## src/hw/rtl/kvat_pkg.sv

```systemverilog
package kvat_pkg;

   // parser position between tokens
   typedef enum logic [2:0] {
      POS_BEFORE_KEY   = 3'd0,
      POS_IN_KEY       = 3'd1,
      POS_AFTER_KEY    = 3'd2,
      POS_BEFORE_VALUE = 3'd3,
      POS_IN_VALUE     = 3'd4
   } pos_type;

   // action returned for each item
   typedef enum logic [1:0] {
      ACT_DROP   = 2'd0,
      ACT_APPEND = 2'd1,
      ACT_KEY    = 2'd2,
      ACT_VALUE  = 2'd3
   } act_type;

   // item kind carried in req_tuser
   typedef enum logic {
      KIND_BYTE = 1'b0,
      KIND_END  = 1'b1
   } kind_type;

   localparam logic [7:0] TAG_RESET = 8'h3D;
   localparam logic [7:0] CH_SPACE  = 8'h20;
   localparam logic [7:0] CH_COMMA  = 8'h2C;
   localparam logic [7:0] CH_SQUOTE = 8'h27;
   localparam logic [7:0] CH_DQUOTE = 8'h22;
   localparam logic [7:0] CH_FIRST  = 8'h20;
   localparam logic [7:0] CH_LAST   = 8'h7E;

   // parser state carried from item to item
   typedef struct packed {
      pos_type pos;
      logic    squote_open;
      logic    dquote_open;
   } parse_state_type;

   // one result item
   typedef struct packed {
      act_type    act;
      logic [7:0] ch;
   } result_type;

endpackage

```

## src/hw/rtl/kvat_parse.sv

```systemverilog
module kvat_parse (
   input  kvat_pkg::kind_type        kind,
   input  logic [7:0]                char_in,
   input  logic [7:0]                tag_char,
   input  kvat_pkg::parse_state_type state_cur,
   output kvat_pkg::parse_state_type state_next,
   output kvat_pkg::result_type      result
);

   kvat_pkg::act_type act;
   logic              any_quote;

   assign any_quote = state_cur.squote_open | state_cur.dquote_open;

   // classify the byte and update position and quote flags
   always_comb begin
      state_next = state_cur;
      act        = kvat_pkg::ACT_DROP;
      priority if (kind == kvat_pkg::KIND_END) begin
         state_next.pos         = kvat_pkg::POS_BEFORE_KEY;
         state_next.squote_open = 1'b0;
         state_next.dquote_open = 1'b0;
         act                    = kvat_pkg::ACT_VALUE;
      end else if (!any_quote && char_in == tag_char) begin
         state_next.pos = kvat_pkg::POS_BEFORE_VALUE;
         act            = kvat_pkg::ACT_KEY;
      end else if (char_in < kvat_pkg::CH_FIRST || char_in > kvat_pkg::CH_LAST) begin
         act = kvat_pkg::ACT_DROP;
      end else if (char_in == kvat_pkg::CH_SPACE) begin
         if (state_cur.pos == kvat_pkg::POS_IN_KEY) begin
            state_next.pos = kvat_pkg::POS_AFTER_KEY;
         end else if (state_cur.pos == kvat_pkg::POS_IN_VALUE) begin
            state_next.pos = kvat_pkg::POS_BEFORE_KEY;
         end
      end else if (char_in == kvat_pkg::CH_SQUOTE) begin
         if (!state_cur.squote_open) begin
            if (state_cur.pos == kvat_pkg::POS_IN_VALUE) begin
               act = kvat_pkg::ACT_APPEND;
            end
            state_next.squote_open = 1'b1;
         end else begin
            if (state_cur.dquote_open) begin
               act = kvat_pkg::ACT_APPEND;
            end
            state_next.squote_open = 1'b0;
         end
      end else if (char_in == kvat_pkg::CH_DQUOTE) begin
         if (!state_cur.dquote_open) begin
            if (state_cur.pos == kvat_pkg::POS_IN_VALUE) begin
               act = kvat_pkg::ACT_APPEND;
            end
            state_next.dquote_open = 1'b1;
         end else begin
            if (state_cur.squote_open) begin
               act = kvat_pkg::ACT_APPEND;
            end
            state_next.dquote_open = 1'b0;
         end
      end else if (char_in == kvat_pkg::CH_COMMA) begin
         if (state_cur.pos == kvat_pkg::POS_IN_VALUE && any_quote) begin
            act = kvat_pkg::ACT_APPEND;
         end else begin
            act            = kvat_pkg::ACT_VALUE;
            state_next.pos = kvat_pkg::POS_BEFORE_KEY;
         end
      end else begin
         act = kvat_pkg::ACT_APPEND;
         if (state_cur.pos == kvat_pkg::POS_BEFORE_KEY) begin
            state_next.pos = kvat_pkg::POS_IN_KEY;
         end else if (state_cur.pos == kvat_pkg::POS_BEFORE_VALUE) begin
            state_next.pos = kvat_pkg::POS_IN_VALUE;
         end
      end
   end

   // echo the byte only on append
   assign result.act = act;
   assign result.ch  = (act == kvat_pkg::ACT_APPEND) ? char_in : 8'h00;

endmodule

```

## src/hw/rtl/key_value_attribute_tokenizer.sv

```systemverilog
// Attribute-string tokenizer: one byte item in, one action item out, one item per
// cycle sustained while rsp_tready is high. An item is held in the input register,
// is classified there against the parser state and the tag byte, and moves to the
// output register when that register is empty or being read; rsp_tvalid rises once
// the item lands there. The parser state advances as each item moves into the
// output register, which is the only loop in the design.
// The input side keeps accepting while a result waits, up to one item held in each
// register. Write csr only while no item is in flight.
module key_value_attribute_tokenizer (
   input  logic       clock,
   input  logic       reset,
   input  logic       req_tvalid,
   output logic       req_tready,
   input  logic [7:0] req_tdata,   // [7:0] char_in
   input  logic       req_tuser,   // [0] kind
   output logic       rsp_tvalid,
   input  logic       rsp_tready,
   output logic [7:0] rsp_tdata,   // [7:0] char_out
   output logic [1:0] rsp_tuser,   // [1:0] action
   input  logic       csr_wr_en,
   input  logic [7:0] csr_wr_data
);

   logic                      s0_valid_ff, s0_valid_in;
   kvat_pkg::kind_type        s0_kind_ff;
   logic [7:0]                s0_char_ff;
   logic                      rsp_valid_ff, rsp_valid_in;
   kvat_pkg::result_type      rsp_ff;
   kvat_pkg::parse_state_type state_ff, state_in;
   logic [7:0]                tag_ff;
   kvat_pkg::result_type      result;
   logic                      s0_move;
   logic                      req_take;

   // handshake between the two registers
   assign s0_move      = s0_valid_ff & (~rsp_valid_ff | rsp_tready);
   assign req_tready   = ~s0_valid_ff | s0_move;
   assign req_take     = req_tvalid & req_tready;
   assign s0_valid_in  = req_take | (s0_valid_ff & ~s0_move);
   assign rsp_valid_in = s0_move | (rsp_valid_ff & ~rsp_tready);

   // per-byte classification
   kvat_parse u_parse (
      .kind       (s0_kind_ff),
      .char_in    (s0_char_ff),
      .tag_char   (tag_ff),
      .state_cur  (state_ff),
      .state_next (state_in),
      .result     (result)
   );

   // control registers
   always_ff @(posedge clock) begin
      if (reset) begin
         s0_valid_ff  <= 1'b0;
         rsp_valid_ff <= 1'b0;
         tag_ff       <= kvat_pkg::TAG_RESET;
         state_ff     <= '{pos: kvat_pkg::POS_BEFORE_KEY, squote_open: 1'b0,
                           dquote_open: 1'b0};
      end else begin
         s0_valid_ff  <= s0_valid_in;
         rsp_valid_ff <= rsp_valid_in;
         if (csr_wr_en) begin
            tag_ff <= csr_wr_data;
         end
         if (s0_move) begin
            state_ff <= state_in;
         end
      end
   end

   // payload registers
   always_ff @(posedge clock) begin
      if (req_take) begin
         s0_kind_ff <= kvat_pkg::kind_type'(req_tuser);
         s0_char_ff <= req_tdata;
      end
      if (s0_move) begin
         rsp_ff <= result;
      end
   end

   assign rsp_tvalid = rsp_valid_ff;
   assign rsp_tdata  = rsp_ff.ch;
   assign rsp_tuser  = rsp_ff.act;

   // end of string leaves the parser at its start
   a_end_clears : assert property (@(posedge clock) disable iff (reset)
      (s0_move && s0_kind_ff == kvat_pkg::KIND_END) |=>
      (state_ff.pos == kvat_pkg::POS_BEFORE_KEY && !state_ff.squote_open &&
       !state_ff.dquote_open))
      else $error("parser state not cleared after end of string");

   // a moved item always shows up as a result
   a_move_shows : assert property (@(posedge clock) disable iff (reset)
      s0_move |=> rsp_tvalid)
      else $error("item moved but no result valid");

   // byte echoed only on append
   a_echo_append : assert property (@(posedge clock) disable iff (reset)
      (rsp_tvalid && rsp_tuser != kvat_pkg::ACT_APPEND) |-> rsp_tdata == 8'h00)
      else $error("char_out nonzero without append");

   // the parser state only changes when an item moves
   a_state_hold : assert property (@(posedge clock) disable iff (reset)
      !s0_move |=> $stable(state_ff))
      else $error("parser state changed without an item");

endmodule
```

## config.mk

```make
export PLATFORM = sky130hd
export DESIGN_NAME = key_value_attribute_tokenizer
export DESIGN_NICKNAME = d
export VERILOG_FILES = /design/src/hw/rtl/kvat_pkg.sv /design/src/hw/rtl/kvat_parse.sv /design/src/hw/rtl/key_value_attribute_tokenizer.sv
export SDC_FILE = /design/constraint.sdc
export NUM_CORES = 1
export LEC_CHECK = 0
export BUFFER_PORTS_ARGS = -buffer_cell sky130_fd_sc_hd__buf_2
export CORE_UTILIZATION = 40
export CTS_CLUSTER_DIAMETER = 60
export DETAILED_ROUTE_END_ITERATION = 10
export PLACE_DENSITY = 0.65
export SLEW_MARGIN = 5
export SYNTH_ARGS = -nofsm -noshare
export SYNTH_HDL_FRONTEND = slang
export SYNTH_HIERARCHICAL = 1
export SYNTH_SLANG_ARGS = --single-unit
export TNS_END_PERCENT = 10
```

## constraint.sdc

```tcl
create_clock -name clock -period 3.05 [get_ports clock]
set_clock_uncertainty 0.15 [all_clocks]
set_input_delay 0.305 -clock clock [delete_from_list [all_inputs] [get_ports clock]]
set_output_delay 0.305 -clock clock [all_outputs]
set_load 0.01 [all_outputs]
```

[Word-level counts from Yosys, hierarchy flattened]
Index checks and enable logic that the tools add are counted.
Operators by class
  bitwise logic cells: 13
  reduce and logical (&&, ||, !) cells: 11
  equality and inequality tests: 18
  mux-type cells: 32
  order comparisons: 2
Operators with widths (count)
  equality test 8 x 6 -> 1 bit, second input constant: 4
  two-way mux 3 bit: 10
  two-way mux 2 bit: 12
  two-way mux 5 bit: 2
  equality test 8 bit: 1
  greater-than comparator 8 x 7 -> 1 bit, second input constant: 1
  less-than comparator 8 x 6 -> 1 bit, second input constant: 1
  two-way mux 1 bit: 8
  != test 2 bit, second input constant: 4
  != test 4 x 2 -> 1 bit, second input constant: 2
  AND reduction 7 bit: 1
  AND reduction 6 bit: 1
  nonzero test 6 bit: 1
  != test 5 x 3 -> 1 bit, second input constant: 1
  != test 5 x 4 -> 1 bit, second input constant: 1
  OR 1 bit: 5
  AND reduction 5 bit: 1
  AND 1 bit: 4
  NOT 1 bit: 4
  nonzero test 2 bit: 2
  equality test 3 x 1 -> 1 bit, second input constant: 1
  equality test 3 x 2 -> 1 bit, second input constant: 1
  equality test 3 bit, second input constant: 1
  logical NOT 3 bit: 1
  other kinds (5): 6
Storage, ports and cells
  input port bits: 22
  word-level logic and storage cells: 86
  register bits after elaboration: 34

[Longest topological paths before layout]
Gate-level depths: netlist (run 1).
  word-level depth: 11
  mapped depth: 8
  gate-level depth less buffers: 7

[Hierarchy]
Netlist (run 1), hierarchy kept.
Modules (own cells, without submodules)
  key_value_attribute_tokenizer: area an instance 1177.4 um^2, cells an instance 77, times used 1
  kvat_parse: area an instance 529.3 um^2, cells an instance 79, times used 1

[Least setup slack after synthesis (run 1)]
OpenSTA, ideal clock, no wires.
  path kind: flip-flop to flip-flop
  start point: register s0_char_ff[4]
  end point: register state_ff[4] (netlist bit)
  cell stages (with the launch flop): 8
  data required time: 2.780 ns
  path slack: 0.766 ns
  setup time: 0.120 ns
  arrival: 2.014 ns
  buffers on the path: 0
  clock period less this slack: 2.284 ns
  path through: edfxtp_1 -> or4b_1 -> or4_4 -> a21oi_2 -> nor2_1 -> o221a_1 -> nand2b_1 -> mux2i_1
RTL lines
  start, declared: line key_value_attribute_tokenizer.sv:26  | logic [7:0] s0_char_ff;
  start signal, assigned: line key_value_attribute_tokenizer.sv:76  | s0_char_ff <= req_tdata;
  end signal, assigned: line key_value_attribute_tokenizer.sv:58  | state_ff <= '{pos: kvat_pkg::POS_BEFORE_KEY, squote_open: 1'b0,
  end signal, assigned: line key_value_attribute_tokenizer.sv:67  | state_ff <= state_in;
  end, declared: line key_value_attribute_tokenizer.sv:29  | kvat_pkg::parse_state_type state_ff, state_in;

==> reports/summary.md, run 1 <==
* **outcome** finished, final reports clean
* **Crit Path Class** register to register
* **number of instances in the synthesized netlist** 156
* **number of cells on the worst reg-to-reg path** 7
* **Total GRT Usage** 16.6%
* **Final Hold Slack** 45.0 ps
* **largest vdd supply drop** 0.376 mV
* **Total Nets Final** 210
* **Starting Density** 42.1%
* **Clock Tree Root** sky130_fd_sc_hd__clkbuf_8
* **quantity of hold-fixing buffers added after cts** 0
* **crit start category** register
* **Storage cell area** 871 µm²
* **fraction of layout instances using a drive strength above 1** 27.0%
* **via count of the first global-routing pass** 1253
* **static power due to leakage** 0.739 nW
* **per-cell via count in the routed design** 5.15
* **DRC violation total after the first TritonRoute iteration** 37
* **I/O Buffers** 33
* **Total Wirelength** 3.18 mm
* **CP endpoint kind** register
* **endpoint of the worst setup timing path** state_ff[4]$_SDFFE_PP0P_
* **num ports** 34
* **dominant delay contributor by cell family on the critical path** simple AND/OR/NAND/NOR gates
* **maximum net fanout on the critical path** 6
* **Core Footprint** 4060 µm²
* **horizontal die dimension** 67.3 µm
* **async set or reset register ratio after synthesis** 0%
* **biggest cell delay along the critical path** 580 ps
* **WP data required** 3030 ps
* **number of detailed-route iterations in the first pass** 4
* **depth of the CTS H-tree** 2
* **Syn-to-layout area delta** 17.0%
* **number of maximum-capacitance violations** 0
* **average size of a mapped cell** 10.9 µm²
* **slew at the pin closest to its max-slew limit** 876 ps
* **Post-CTS Setup Repair Bufs** 0
* **Clock Latency Late Sink** 280 ps
* **Syn Nets** 178
* **clock tree from TritonCTS** done
* **final-layout setup total negative slack** 0 ps
* **HPWL reported at the end of detailed placement** 2.35 mm
* **most frequent standard cell in the layout excluding fill and tap cells** sky130_fd_sc_hd__buf_2
* **distinct cell type count after synthesis** 44
* **final weighted congestion of routability-driven global placement** 0.837
* **synthesis-stage register bit count** 34
* **worst min path class** input port to register
* **RSZ-0062 raised after global routing** no
* **Cell Rows** 23
* **power per unit of standard cell area** 514 nW/µm²
* **setup slack after placement** 605 ps
* **remaining max-slew budget at the tightest pin** 41.3%
* **final global-route overflow total** 0
* **initial antenna violation count** 0
* **largest net degree at the start of global routing** 21
* **Final WS setup** 595 ps
* **cell-by-cell listing of the critical path** or4b_1 -> or4_4 -> a21oi_2 -> nor2_1 -> o221a_1 -> nand2b_1 -> mux2i_1
* **Warnings, synthesis** 6
* **highest-delay cell along the critical path** sky130_fd_sc_hd__or4b_1
* **die outline area** 4530 µm²
* **count of filler cells inserted in the layout** 389
* **clk sink count** 34
* **drt drc** 0
* **top cells by area in the synthesized netlist** sky130_fd_sc_hd__edfxtp_1 (33%), sky130_fd_sc_hd__dfxtp_1 (18%), sky130_fd_sc_hd__mux2i_1 (5.3%), sky130_fd_sc_hd__xnor2_1 (5.1%), sky130_fd_sc_hd__nand2b_1 (3.7%)
* **Max Clock Freq** 407 MHz
* **flop2flop setup slack** 590 ps
* **number of endpoints failing setup at the final stage** 0
* **post-route antenna net violation count** 0
* **DIE HEIGHT** 67.3 µm
* **routed vias** 1231
* **Max Slew Vio Count** 0
* **combined buffer and inverter count along the critical path** 0
* **first-pass GRT wire length** 5.45 mm
* **final antenna diode count** 0
* **clock slew seen by the registers of the worst setup and hold paths** 70 ps
* **worst reg2reg path startpoint** s0_char_ff[4]$_DFFE_PP_
* **maximum buffer depth of the clock tree** 2
* **final worst path period share** 80.5%
* **number of endpoints with negative hold slack in the final report** 0
* **cell area after synthesis** 1710 µm²
* **predominant post-synthesis flop cell** sky130_fd_sc_hd__edfxtp_1
* **cell depth of the worst setup path** 7
* **Num CTS Buffers** 5
* **average detailed-routed wire length per instance** 13.3 µm
* **post-placement cell area** 1880 µm²
* **number of flops mapped to enable cells by yosys** 19
* **worst setup path startpoint** s0_char_ff[4]$_DFFE_PP_
* **Synth top area share** 33.4%
* **combined area of the multi-input logic cells** 769 µm²
* **sequential area share after synthesis** 51.0%
* **Layout Cell Area excl Fill** 2000 µm²
* **post-synthesis cell type with the largest combined area** sky130_fd_sc_hd__edfxtp_1
* **time the worst path needs with I/O delays and setup** 2460 ps
* **highest-count cells in the layout ignoring fill and taps** sky130_fd_sc_hd__buf_2 (33), sky130_fd_sc_hd__edfxtp_1 (19), sky130_fd_sc_hd__dfxtp_1 (15)
* **Data arrival, critical path** 2440 ps
* **Critical R2R Capture** state_ff[4]$_SDFFE_PP0P_
* **post-CTS sizing** 0
[kinds of logic after synthesis]
| kind of cell | Yosys count | synth area share [%] |
|---|---|---|
| buffers and inverters | 12 | 3.89 |
| flip-flops | 34 | 51.0 |
| other | 1 | 0.220 |
| AND/OR/NAND/NOR | 66 | 24.0 |
| XOR/XNOR | 10 | 5.13 |
| multiplexers | 9 | 5.28 |
| AO/OA/AOI/OAI | 24 | 10.4 |
[layout make-up]
type	count	share of cell area, %
Clock buffer	5	3.45
Clock inverter	3	2.26
Inverter	4	0.752
Multi-Input combinational cell	110	38.5
Sequential cell	34	43.6
Tap cell	50	3.13
Timing Repair Buffer	33	8.27
[worst min path at each step]
| stage | depth (start not counted) | startpoint | end | slack [ps] |
|---|---|---|---|---|
| after CTS | 1 | req_tdata[3] | s0_char_ff[3]$_DFFE_PP_ | 40 |
| final | 1 | req_tdata[3] | s0_char_ff[3]$_DFFE_PP_ | 50 |
| after detailed placement | 1 | req_tdata[3] | s0_char_ff[3]$_DFFE_PP_ | 330 |
| after global routing | 1 | req_tdata[3] | s0_char_ff[3]$_DFFE_PP_ | 30 |
| after global placement | 1 | req_tdata[5] | s0_char_ff[5]$_DFFE_PP_ | 330 |
| after floorplan | 0 | req_tdata[0] | s0_char_ff[0]$_DFFE_PP_ | 250 |
[worst register-to-register path: cells and delay by family (launching register included)]
kind / cells / cell delay [ps]
and+or+nand+nor: 4 / 1240
DFF: 1 / 470
AOI/OAI and AO/OA: 2 / 400
muxes: 1 / 70
[synth_stat cells (2+ instances only)]
master and instances:
sky130_fd_sc_hd__edfxtp_1 19, sky130_fd_sc_hd__dfxtp_1 15, sky130_fd_sc_hd__nor2_1 13, sky130_fd_sc_hd__nand2b_1 10, sky130_fd_sc_hd__xnor2_1 10, sky130_fd_sc_hd__mux2i_1 9, sky130_fd_sc_hd__and2_1 7, sky130_fd_sc_hd__nor2b_1 7
sky130_fd_sc_hd__o21ai_0 6, sky130_fd_sc_hd__a211o_1 5, sky130_fd_sc_hd__nor3_1 5, sky130_fd_sc_hd__inv_1 4, sky130_fd_sc_hd__nand2_1 4, sky130_fd_sc_hd__clkbuf_1 3, sky130_fd_sc_hd__nor4b_1 3, sky130_fd_sc_hd__or4b_1 3
sky130_fd_sc_hd__a21oi_1 2, sky130_fd_sc_hd__buf_6 2, sky130_fd_sc_hd__clkbuf_2 2, sky130_fd_sc_hd__nand3b_1 2, sky130_fd_sc_hd__nand4_1 2
[flip-flops by register name (all words and copies together), names as in the netlist]
register / cells
rsp_tdata: 8
state_ff: 5
rsp_tvalid: 1
tag_ff: 8
s0_kind_ff: 1
rsp_tuser: 2
s0_char_ff: 8
s0_valid_ff: 1
[stage by stage]
step	std cells	util [%]	power, mW
after global routing	239	49.2	1.07
final	239	49.2	1.03
after floorplan	156	-	0.601
after CTS	239	49.2	1.04
after global placement	231	46.4	0.629
after detailed placement	231	46.4	0.632
[power breakdown]
group	internal (mW)	total (mW)	switching (mW)
logic	0.0474	0.0910	0.0436
clock network	0.243	0.406	0.163
registers	0.509	0.530	0.0213
total	0.799	1.03	0.228
[metal layers]
metal | global-route usage, % | routed length [µm]
met1 | 19.7 | 1510
met2 | 27.0 | 1460
met3 | 4.56 | 120
met4 | 9.31 | 90
met5 | 0 | 0
No activity file was read; power rests on OpenSTA's default activity.
==> run 2: changes to the inputs <==
--- a/config.mk
+++ b/config.mk
@@ -9,7 +9,7 @@
 export CORE_UTILIZATION = 40
 export CTS_CLUSTER_DIAMETER = 60
 export DETAILED_ROUTE_END_ITERATION = 10
-export PLACE_DENSITY = 0.65
+export PLACE_DENSITY = 0.67
 export SLEW_MARGIN = 5
 export SYNTH_ARGS = -nofsm -noshare
 export SYNTH_HDL_FRONTEND = slang
==> constraint.sdc (replaced) <==
create_clock -name clock -period 2.05 [get_ports clock]
set_clock_uncertainty 0.15 [all_clocks]
set_input_delay 0.205 -clock clock [delete_from_list [all_inputs] [get_ports clock]]
set_output_delay 0.205 -clock clock [all_outputs]
set_load 0.01 [all_outputs]
==> run 2 against run 1 <==
The run now ends with setup timing left. Utilization rose by 8.2 points. Critical path depth fell by 1. Fmax rose by 8.7%. Global-route usage rose by 2.2 points. Sequential power rose by 47%. Largest power group unchanged.
==> reports/summary.md, run 2 (synthesis results as in run 1) <==
* **final antenna diode count** 0, unchanged
* **most frequent standard cell in the layout excluding fill and tap cells** sky130_fd_sc_hd__buf_2, unchanged
* **Max Clock Freq** 443 MHz, was 407 MHz
* **Final WS setup** -209 ps, was 595 ps
* **horizontal die dimension** 67.3 µm, unchanged
* **final global-route overflow total** 0, unchanged
* **initial antenna violation count** 0, unchanged
* **outcome** complete, but fails checks, was finished, final reports clean
* **Power Internal** 1.14 mW, was 0.799 mW
* **die outline area** 4530 µm², unchanged
* **WP data required** 2060 ps, was 3030 ps
* **placed insts** 252, was 231
* **first-pass GRT wire length** 6.23 mm, was 5.45 mm
* **Max Slew Vio Count** 0, unchanged
* **maximum net fanout on the critical path** 4, was 6
* **Total GRT Usage** 18.8%, was 16.6%
* **routed vias** 1372, was 1231
* **clock share of power** 33.8%, was 39.5%
* **power per unit of standard cell area** 634 nW/µm², was 514 nW/µm²
* **biggest cell delay along the critical path** 540 ps, was 580 ps
* **highest-delay cell along the critical path** sky130_fd_sc_hd__or4b_4, was sky130_fd_sc_hd__or4b_1
* **RSZ-0062 raised after global routing** yes, was no
* **Total Wirelength** 3.56 mm, was 3.18 mm
* **maximum buffer depth of the clock tree** 2, unchanged
* **num ports** 34, unchanged
* **Total Nets Final** 245, was 210
* **fraction of layout instances using a drive strength above 1** 34.8%, was 27.0%
* **Syn-to-layout area delta** 36.6%, was 17.0%
* **clk sink count** 34, unchanged
* **PnR Total Power** 1.48 mW, was 1.03 mW
* **share of power burned in registers** 52.8%, was 51.6%
* **average detailed-routed wire length per instance** 13.0 µm, was 13.3 µm
* **clock slew seen by the registers of the worst setup and hold paths** 70 ps, about the same
* **number of endpoints with negative hold slack in the final report** 0, unchanged
* **highest-count cells in the layout ignoring fill and taps** sky130_fd_sc_hd__buf_2 (33), sky130_fd_sc_hd__buf_4 (21), sky130_fd_sc_hd__edfxtp_1 (19), was sky130_fd_sc_hd__buf_2 (33), sky130_fd_sc_hd__edfxtp_1 (19), sky130_fd_sc_hd__dfxtp_1 (15)
* **static power due to leakage** 0.916 nW, was 0.739 nW
* **violations in the final reports** setup timing
* **HPWL reported at the end of detailed placement** 2.58 mm, was 2.35 mm
* **final worst path period share** 110%, was 80.5%
* **worst min path class** input port to register, unchanged
* **DIE HEIGHT** 67.3 µm, unchanged
* **Starting Density** 42.1%, unchanged
* **final weighted congestion of routability-driven global placement** 0.885, was 0.837
* **clock tree from TritonCTS** done, unchanged
* **depth of the CTS H-tree** 2, unchanged
* **number of endpoints failing setup at the final stage** 9, was 0
* **Clock Tree Root** sky130_fd_sc_hd__clkbuf_8, unchanged
* **drt drc** 0, unchanged
* **time the worst path needs with I/O delays and setup** 2260 ps, was 2460 ps
* **largest net degree at the start of global routing** 21, unchanged
* **Cell Rows** 23, unchanged
* **Core Footprint** 4060 µm², unchanged
* **CP endpoint kind** register, unchanged
* **Num CTS Buffers** 5, unchanged
* **Switching Share** 23.1%, was 22.2%
* **cell-by-cell listing of the critical path** or4b_4 -> or4_4 -> o22a_1 -> o221a_1 -> nand2b_1 -> mux2i_1, was or4b_1 -> or4_4 -> a21oi_2 -> nor2_1 -> o221a_1 -> nand2b_1 -> mux2i_1
* **post-route antenna net violation count** 0, unchanged
* **Data arrival, critical path** 2270 ps, was 2440 ps
* **Net Sw Power** 0.341 mW, was 0.228 mW
* **final-layout setup total negative slack** -1340 ps, was 0 ps
* **portion of total power attributed to combinational logic** 13.4%, was 8.9%
* **DRC violation total after the first TritonRoute iteration** 56, was 37
* **Clock Latency Late Sink** 280 ps, about the same
* **number of standard cells in the layout, taps in and fillers out** 274, was 239
* **largest vdd supply drop** 0.464 mV, was 0.376 mV
* **I/O Buffers** 33, unchanged
* **final cell utilization of the core** 57.4%, was 49.2%
* **crit start category** register, unchanged
* **via count of the first global-routing pass** 1426, was 1253
* **number of detailed-route iterations in the first pass** 4, unchanged
* **number of maximum-capacitance violations** 0, unchanged
* **Crit Path Class** register to register, unchanged
* **per-cell via count in the routed design** 5.01, was 5.15
-- run 2: changes by cell type in the layout (fill, tap and decap cells not counted), sizes merged --
cell,delta
bufinv,-1
clkinvlp,-1
clkbuf,+1
clkinv,+1
buf,+21
dlygate4sd3,+14
-- run 2: per-layer routing --
metal  vias up  routed length [µm]  GRT usage, %
met2        42                1830          33.1
met5         -                   0             0
met4         0                  70          8.51
li1        694                   -             -
met3         6                 144          5.24
met1       630                1510          20.9
-- run 2: worst max-delay path: cells and delay by family (launching register included) --
| kind | cells | cell delay (ps) |
|---|---|---|
| multiplexers | 1 | 70 |
| AND/OR/NAND/NOR | 3 | 1070 |
| AO/OA/AOI/OAI | 2 | 430 |
| flip-flops | 1 | 430 |
-- run 2: power by group through the flow --
stage               registers, mW  logic (mW)  clock network [mW]
finish                      0.780       0.197               0.500
global route                0.785       0.218               0.557
detailed placement          0.794       0.168                   0
global placement            0.792       0.164                   0
floorplan                   0.796      0.0979                   0
CTS                         0.780       0.191               0.519
-- run 2: path summary, 6_finish.rpt --
kind | slack, ps | endpoint | cells after the start | from
worst max register to register | -210 | state_ff[4]$_SDFFE_PP0P_ | 6 | s0_char_ff[4]$_DFFE_PP_
worst min-delay path | 20 | tag_ff[7]$_SDFFE_PP0P_ | 3 | csr_wr_data[7]
worst max-delay path | -210 | state_ff[4]$_SDFFE_PP0P_ | 6 | s0_char_ff[4]$_DFFE_PP_
worst min register to register | 370 | s0_valid_ff$_SDFF_PP0_ | 2 | s0_valid_ff$_SDFF_PP0_
-- run 2: layout make-up --
cell class | count | area, µm²
Tap cell | 50 | 62.6
Inverter | 4 | 15.0
Clock inverter | 2 | 12.5
Timing Repair Buffer | 68 | 463
Clock buffer | 6 | 82.6
Multi-Input combinational cell | 110 | 825
Fill cell | 338 | 1730
Sequential cell | 34 | 871
-- run 2: through the flow --
stage / area [µm²] / setup slack, ps / hold WS, ps
2_1_floorplan: 1710 / -152 / 154
4_1_cts: 2300 / -220 / 5.47
3_5_place_dp: 2040 / -237 / 233
5_1_grt: 2330 / -291 / 36.1
3_3_place_gp: 2040 / -175 / 231
6_report: 2330 / -209 / 16.3
-- run 2: repair_timing --
item / in CTS / in global routing
gates cloned: 0 / 0
pin swaps: 1 / 2
hold buffers: 14 / 0
hold endpoints to repair: 14 / 0
gates resized for setup: 4 / 6
setup buffers: 0 / 0
setup endpoints to repair: 12 / 13
